[config.mk]
export PLATFORM = sky130hd
export DESIGN_NAME = fdsta_emit
export DESIGN_NICKNAME = d
export VERILOG_FILES = /design/src/design/fdsta_pkg.sv /design/src/design/fdsta_emit.sv
export SDC_FILE = /design/constraint.sdc
export NUM_CORES = 2
export LEC_CHECK = 0
export ABC_AREA = 1
export ABC_CLOCK_PERIOD_IN_PS = 26300
export BUFFER_PORTS_ARGS = -buffer_cell sky130_fd_sc_hd__buf_2
export CAP_MARGIN = 15
export CORE_UTILIZATION = 40
export CTS_BUF_LIST = sky130_fd_sc_hd__clkbuf_16
export CTS_CLUSTER_DIAMETER = 60
export DETAILED_ROUTE_END_ITERATION = 8
export MAX_ROUTING_LAYER = met4
export PLACE_DENSITY_LB_ADDON = 0.3
export SYNTH_ARGS = -nofsm -noshare
export SYNTH_HDL_FRONTEND = slang
export SYNTH_SLANG_ARGS = --single-unit
export TNS_END_PERCENT = 30
[constraint.sdc]
create_clock -name i_clk -period 26.3 [get_ports i_clk]
set_input_delay 5.26 -clock i_clk [delete_from_list [all_inputs] [get_ports i_clk]]
set_output_delay 5.26 -clock i_clk [all_outputs]
set_load 0.01 [all_outputs]
[src/design/fdsta_pkg.sv]
// Shared types, register codes and saturation helpers for the stencil triplet assembler.
package fdsta_pkg;

    typedef enum logic [3:0] {
        CFG_TIME_STEP   = 4'd0,
        CFG_STEP_DIM0   = 4'd1,
        CFG_STEP_DIM1   = 4'd2,
        CFG_LOWER_DIM0  = 4'd3,
        CFG_LOWER_DIM1  = 4'd4,
        CFG_POINTS_DIM0 = 4'd5,
        CFG_POINTS_DIM1 = 4'd6,
        CFG_STEADY_MODE = 4'd7
    } t_cfg_idx;

    typedef struct packed {
        logic        [30:0] time_step;
        logic        [30:0] step_dim0;
        logic        [30:0] step_dim1;
        logic signed [31:0] lower_dim0;
        logic signed [31:0] lower_dim1;
        logic        [12:0] points_dim0;
        logic        [12:0] points_dim1;
        logic               steady_mode;
    } t_cfg;

    typedef struct packed {
        logic        [23:0] row_index;
        logic signed [31:0] coord_dim0;
        logic signed [31:0] coord_dim1;
        logic signed [31:0] level_coef;
        logic signed [31:0] drift_dim0;
        logic signed [31:0] drift_dim1;
        logic signed [31:0] diffusion_dim0;
        logic signed [31:0] diffusion_dim1;
    } t_in_item;

    typedef struct packed {
        logic        [23:0] out_row;
        logic        [23:0] out_col;
        logic signed [31:0] out_value;
        logic               last_triplet;
    } t_out_item;

    typedef struct packed {
        logic        [23:0] row;
        logic signed [31:0] diag;
        logic        [1:0]  e_up;
        logic        [1:0]  e_lo;
        logic        [1:0]  bpos;
        logic        [1:0]  bneg;
    } t_side;

    typedef struct packed {
        logic [63:0] num;
        logic [61:0] den;
        logic        neg;
    } t_lane;

    typedef struct packed {
        logic            vld;
        t_side           side;
        t_lane [3:0]     lane;
    } t_div_req;

    typedef logic signed [31:0] t_q;

    typedef struct packed {
        logic        vld;
        t_side       side;
        t_q [3:0]    val;
    } t_coef;

    function automatic logic signed [31:0] sat32(input logic neg, input logic [63:0] mag);
        if (!neg) begin
            return (mag > 64'h7FFF_FFFF) ? 32'sh7FFF_FFFF : $signed(mag[31:0]);
        end
        if (mag > 64'h8000_0000) begin
            return 32'sh8000_0000;
        end
        return $signed(~mag[31:0] + 32'd1);
    endfunction

    function automatic logic [31:0] mag32(input logic signed [31:0] v);
        return v[31] ? (~v + 32'd1) : v;
    endfunction

    function automatic logic [63:0] mag64(input logic signed [63:0] v);
        return v[63] ? (~v + 64'd1) : v;
    endfunction

endpackage

[src/design/fdsta_emit.sv]
// Triplet sequencer with the time-step scaling multiplier and output register.
module fdsta_emit #(
    parameter int DIMS       = 2,
    parameter int INDEX_BITS = 24
) (
    input  logic                 i_clk,
    input  logic                 i_rst_n,
    input  fdsta_pkg::t_cfg      i_cfg,
    input  fdsta_pkg::t_coef     i_coef,
    output logic                 o_can_load,
    output logic                 o_out_valid,
    input  logic                 i_out_stall,
    output fdsta_pkg::t_out_item o_out_data
);
    import fdsta_pkg::*;

    localparam int W = INDEX_BITS;

    typedef enum logic [2:0] {G_DIAG, G_E1, G_E0, G_I1, G_I0} t_grp;

    logic     r_busy;
    t_grp     r_grp;
    logic [2:0] r_sub;
    t_side    r_side;
    t_q [3:0] r_val;

    logic w_en;
    assign w_en = !o_out_valid || !i_out_stall;

    logic w_e0, w_e1, w_app_e1, w_app_i1;
    assign w_e0     = r_side.e_up[0] || r_side.e_lo[0];
    assign w_e1     = r_side.e_up[1] || r_side.e_lo[1];
    assign w_app_e1 = (DIMS > 1) && w_e1;
    assign w_app_i1 = (DIMS > 1) && !w_e1;

    t_grp       w_next;
    logic       w_more;
    logic [2:0] w_size;
    always_comb begin
        w_next = G_I0;
        w_more = 1'b1;
        w_size = 3'd6;
        case (r_grp)
            G_DIAG: begin
                w_size = 3'd1;
                w_next = w_app_e1 ? G_E1 : (w_e0 ? G_E0 : (w_app_i1 ? G_I1 : G_I0));
            end
            G_E1: begin
                w_size = 3'd3;
                w_next = w_e0 ? G_E0 : G_I0;
            end
            G_E0: begin
                w_size = 3'd3;
                w_next = w_app_i1 ? G_I1 : G_I0;
                w_more = w_app_i1;
            end
            G_I1: begin
                w_more = !w_e0;
            end
            default: begin
                w_more = 1'b0;
            end
        endcase
    end

    logic w_last;
    assign w_last = (r_sub == w_size - 3'd1) && !w_more;
    assign o_can_load = !r_busy || (w_en && w_last);

    logic               w_dim, w_up, w_bpos, w_bneg;
    logic signed [34:0] w_f, w_s, w_k;
    logic [W-1:0]       w_row, w_st, w_col;
    always_comb begin
        w_dim  = (r_grp == G_E1) || (r_grp == G_I1);
        w_f    = w_dim ? r_val[2] : r_val[0];
        w_s    = w_dim ? r_val[3] : r_val[1];
        w_up   = r_side.e_up[w_dim];
        w_bpos = r_side.bpos[w_dim];
        w_bneg = r_side.bneg[w_dim];
        w_row  = W'(r_side.row);
        w_st   = w_dim ? W'(i_cfg.points_dim0) : W'(1);
        w_col  = w_row;
        w_k    = '0;
        case (r_grp)
            G_E1, G_E0: begin
                case (r_sub)
                    3'd0: w_k = w_up ? (w_f + w_s) : (w_s - w_f);
                    3'd1: begin
                        w_col = w_up ? (w_row - w_st) : (w_row + w_st);
                        w_k   = w_up ? (-w_f - (w_s <<< 1)) : (w_f - (w_s <<< 1));
                    end
                    default: begin
                        w_col = w_up ? (w_row - w_st - w_st) : (w_row + w_st + w_st);
                        w_k   = w_s;
                    end
                endcase
            end
            G_I1, G_I0: begin
                case (r_sub)
                    3'd0: w_k = w_bpos ? -w_f : (w_bneg ? w_f : 35'sd0);
                    3'd1: begin
                        w_col = w_row + w_st;
                        w_k   = w_bpos ? w_f : 35'sd0;
                    end
                    3'd2: begin
                        w_col = w_row - w_st;
                        w_k   = w_bneg ? -w_f : 35'sd0;
                    end
                    3'd3: w_k = -(w_s <<< 1);
                    3'd4: begin
                        w_col = w_row + w_st;
                        w_k   = w_s;
                    end
                    default: begin
                        w_col = w_row - w_st;
                        w_k   = w_s;
                    end
                endcase
            end
            default: begin
                w_k = '0;
            end
        endcase
    end

    // Issue stage
    logic               r_e_vld, r_e_direct, r_e_last;
    logic [W-1:0]       r_e_row, r_e_col;
    logic signed [34:0] r_e_k;
    logic signed [31:0] r_e_dval;

    // Multiply stage
    logic               r_m_vld, r_m_direct, r_m_last, r_m_neg;
    logic [W-1:0]       r_m_row, r_m_col;
    logic [64:0]        r_m_prod;
    logic signed [31:0] r_m_dval;

    logic [33:0] w_kmag;
    logic [64:0] w_rnd;
    assign w_kmag = r_e_k[34] ? 34'(~r_e_k + 35'sd1) : 34'(r_e_k);
    assign w_rnd  = (r_m_prod + 65'd32768) >> 16;

    logic      r_o_vld;
    t_out_item r_o_item;

    always_ff @(posedge i_clk) begin
        if (!i_rst_n) begin
            r_busy  <= 1'b0;
            r_grp   <= G_DIAG;
            r_sub   <= '0;
            r_e_vld <= 1'b0;
            r_m_vld <= 1'b0;
            r_o_vld <= 1'b0;
        end else begin
            if (i_coef.vld && o_can_load) begin
                r_busy <= 1'b1;
                r_grp  <= G_DIAG;
                r_sub  <= '0;
                r_side <= i_coef.side;
                r_val  <= i_coef.val;
            end else if (r_busy && w_en) begin
                if (w_last) begin
                    r_busy <= 1'b0;
                end else if (r_sub == w_size - 3'd1) begin
                    r_grp <= w_next;
                    r_sub <= '0;
                end else begin
                    r_sub <= r_sub + 3'd1;
                end
            end
            if (w_en) begin
                r_e_vld    <= r_busy;
                r_e_row    <= w_row;
                r_e_col    <= w_col;
                r_e_k      <= w_k;
                r_e_direct <= (r_grp == G_DIAG);
                r_e_dval   <= r_side.diag;
                r_e_last   <= w_last;

                r_m_vld    <= r_e_vld;
                r_m_row    <= r_e_row;
                r_m_col    <= r_e_col;
                r_m_prod   <= i_cfg.time_step * w_kmag;
                r_m_neg    <= r_e_k > 35'sd0;
                r_m_direct <= r_e_direct;
                r_m_dval   <= r_e_dval;
                r_m_last   <= r_e_last;

                r_o_vld               <= r_m_vld;
                r_o_item.out_row      <= 24'(r_m_row);
                r_o_item.out_col      <= 24'(r_m_col);
                r_o_item.out_value    <= r_m_direct ? r_m_dval : sat32(r_m_neg, w_rnd[63:0]);
                r_o_item.last_triplet <= r_m_last;
            end
        end
    end

    assign o_out_valid = r_o_vld;
    assign o_out_data  = r_o_item;

endmodule
==> impl_metrics.yaml <==
run_status:
  status: "complete, no violations"
worst_setup_path:
  regToRegSetupSlack_ns: 15.93
  required_ns: 26.72
  crit_type: "in -> reg"
  worstPathArrival_ns: 13.43
  critPathLaunchType: "primary input"
  path_max_fanout: 18
  worstSetupEndpointType: "flop"
clock_network:
  insertion_delay_ns: 0.70
  tritoncts: "yes"
  cts_resized: 0
  ctsHoldBuffers: 0
  cts_made_buffers: 67
  clkTransAtPathRegs_ns: 0.05
  clockRootBuffer: "clkbuf_16"
  clockBufferDepth: 3
  clock-sinks: 533
  htreeDepth: 3
  post_cts_buffers: 0
die:
  ioPinCount: 463
  core_area_sq_um: 172000
  initial_core_util: 0.404
  die_w_um: 418
  dieHeight_um: 418
  std_cell_rows: 152
  die-area_sq_um: 175000
drt:
  totalWireLength_um: 254000
  vias_per_cell: 5.44
  first_pass_iters: 6
  drc: 0
  drt_iter0_drc: 5840
  detail-route-antenna-nets: 0
  wl_per_cell_um: 22.6
  routed-via-count: 60999
layout:
  final_common_cell: "nand2_1"
  multi_input_area_sq_um: 46000
  most-common-layout-cells: "nand2_1 (1851), inv_1 (1617), nor2_1 (1058)"
  fin_area_sq_um: 75600
  num-fill-cells: 17344
  drive_above_1_share: 0.0810
  area_delta_synth_final_pct: 8.93
  nNetsFinal: 10544
  regArea_sq_um: 15900
placement:
  hpwl_um: 199000
  finalWeightedCongestion: 1.01
  portBuffers: 322
  place_area_sq_um: 73300
grt:
  grt_pass1_vias: 61552
  overflow: 0
  antenna_found_initial: 16
  top_usage_layer: "met2"
  gr-usage-met1: 0.360
  grt_pass1_wl_um: 380000
  gr-usage-met3: 0.0563
  use_met2: 0.471
  grt_max_degree: 104
  grt.total_usage: 0.299
synthesis:
  syn_nets: 10367
  synth_cell_types: 65
  synth_edf_count: 523
  ys_warn_count: 0
  syn_area_per_cell_sq_um: 8.00
  synth_area_sq_um: 69400
  syn_inst: 8675
  ys_async_sr_fraction: 0
  ys_ff_latch: 533
  synth_seq_area_share: 0.229
  synth-main-ff-cell: "edfxtp_1"
timing:
  rsz0062_at_grt: "no"
  finalSetupViolations: 0
  min_period_ns: 13.01
  slew-limit-headroom: 0.181
  finalClockSkew_ns: 0.0437
  tightest_slew_ns: 1.23
  fmax_ghz: 0.0769
  final_hold_viol_count: 0
  slew_violations: 0
  tns_ns: 0
  fin_crit_sh: 0.495
run:
  max_cap_violations: 0
worst_hold_path:
  hold_class: "reg -> reg"
Yosys cell counts, types with 7 or more instances:
master    instances  area share
o21a_1           16      0.0017
clkbuf_1        232       0.013
a21boi_0          7     0.00076
a21o_1           26      0.0028
ha_1            383       0.069
nand2_2          31      0.0028
a32oi_1           7     0.00088
o21ai_1          20      0.0014
o21bai_1         28      0.0030
xnor2_1          30      0.0038
nor2_1         1062       0.057
edfxtp_1        523        0.23
o221ai_1         26      0.0033
nand4_1          75      0.0068
a31oi_1          47      0.0042
o21ai_2          20      0.0025
nand3_1         406       0.029
nand2_1        1855        0.10
o211ai_1         50      0.0054
nor3_2            9      0.0013
o21ai_0         397       0.029
inv_1          1609       0.087
xor2_1          132       0.017
nand3b_1         31      0.0034
nor4_1           11     0.00099
or2_2            60      0.0054
nor2_2           24      0.0022
buf_1            18     0.00097
a221oi_1          7     0.00088
nor3_1           63      0.0045
a21oi_1         366       0.026
buf_2            38      0.0027
dfxtp_1          10      0.0029
inv_2            23      0.0012
fa_1            929        0.27
clkinv_1         25      0.0014
routing by layer:
layer	vias up	wire length (um)
li1	27528	-
met1	29693	97300
met2	3007	117000
met3	771	22900
met4	0	16900
met5	-	0
final timing paths:
kind / start / end / cells after the start
max: i_cfg[162] / r_m_prod[60]$_DFFE_PP_ / 27
min: r_m_col[20]$_DFFE_PP_ / o_out_data[53]$_DFFE_PP_ / 0
max reg2reg: r_e_k[2]$_DFFE_PP_ / r_m_prod[63]$_DFFE_PP_ / 39
min reg2reg: r_m_col[20]$_DFFE_PP_ / o_out_data[53]$_DFFE_PP_ / 0
stage by stage:
stage | setup slack, ns | hold slack (ns) | util | std cells
6_report | 13.29 | 0.409 | 0.440 | 11220
5_1_grt | 13.06 | 0.418 | 0.440 | 11218
4_1_cts | 13.47 | 0.411 | 0.439 | 11210
3_5_place_dp | 12.75 | 0.405 | 0.427 | 11092
3_3_place_gp | 12.79 | 0.401 | 0.427 | 11092
2_1_floorplan | 6.14 | 0.400 | - | 8675
critical path, cell delays in order:
cell and delay (ns):
buf_2 0.08, buf_4 0.30, clkinv_1 0.76, nor2_1 0.34, fa_1 0.48, fa_1 0.55, inv_1 0.06, fa_1 0.53
inv_1 0.06, fa_1 0.50, inv_1 0.06, fa_1 0.53, inv_1 0.05, fa_1 0.46, fa_1 0.49, inv_1 0.05
fa_1 0.66, inv_1 0.08, ha_1 0.39, nand2_1 0.11, o21ai_0 0.17, inv_1 0.07, nand3_1 0.07, o21ai_0 0.25
o21ai_0 0.64, a21oi_1 0.19, xnor2_1 0.18
registers in the layout, indices dropped and copies added, names as in the netlist, 32 cells and up:
register	count
r_val	128
o_out_data	81
r_m_prod	50
r_side	40
r_e_k	35
r_e_dval	32
r_m_dval	32
kinds of logic after synthesis:
logic type / Yosys count / synth area share
and+or+nand+nor: 3652 / 0.218
buffers and inverters: 1963 / 0.109
DFF: 533 / 0.229
AOI/OAI and AO/OA: 1051 / 0.0864
xor gates and xnor gates: 164 / 0.0209
adders and majority gates: 1312 / 0.337
layout make-up:
cell class,instances,share of cell area
multi-input combinational,6179,0.609
sequential,533,0.210
inverter,1657,0.0823
tap,2310,0.0382
timing repair buffer,414,0.0307
clock buffer,67,0.0222
clock inverter,51,0.00679
antenna,9,0.000298
Power is left out: the tool's default activity adds up to more than one toggle a clock period on the data nets, which glitch-free logic cannot reach.
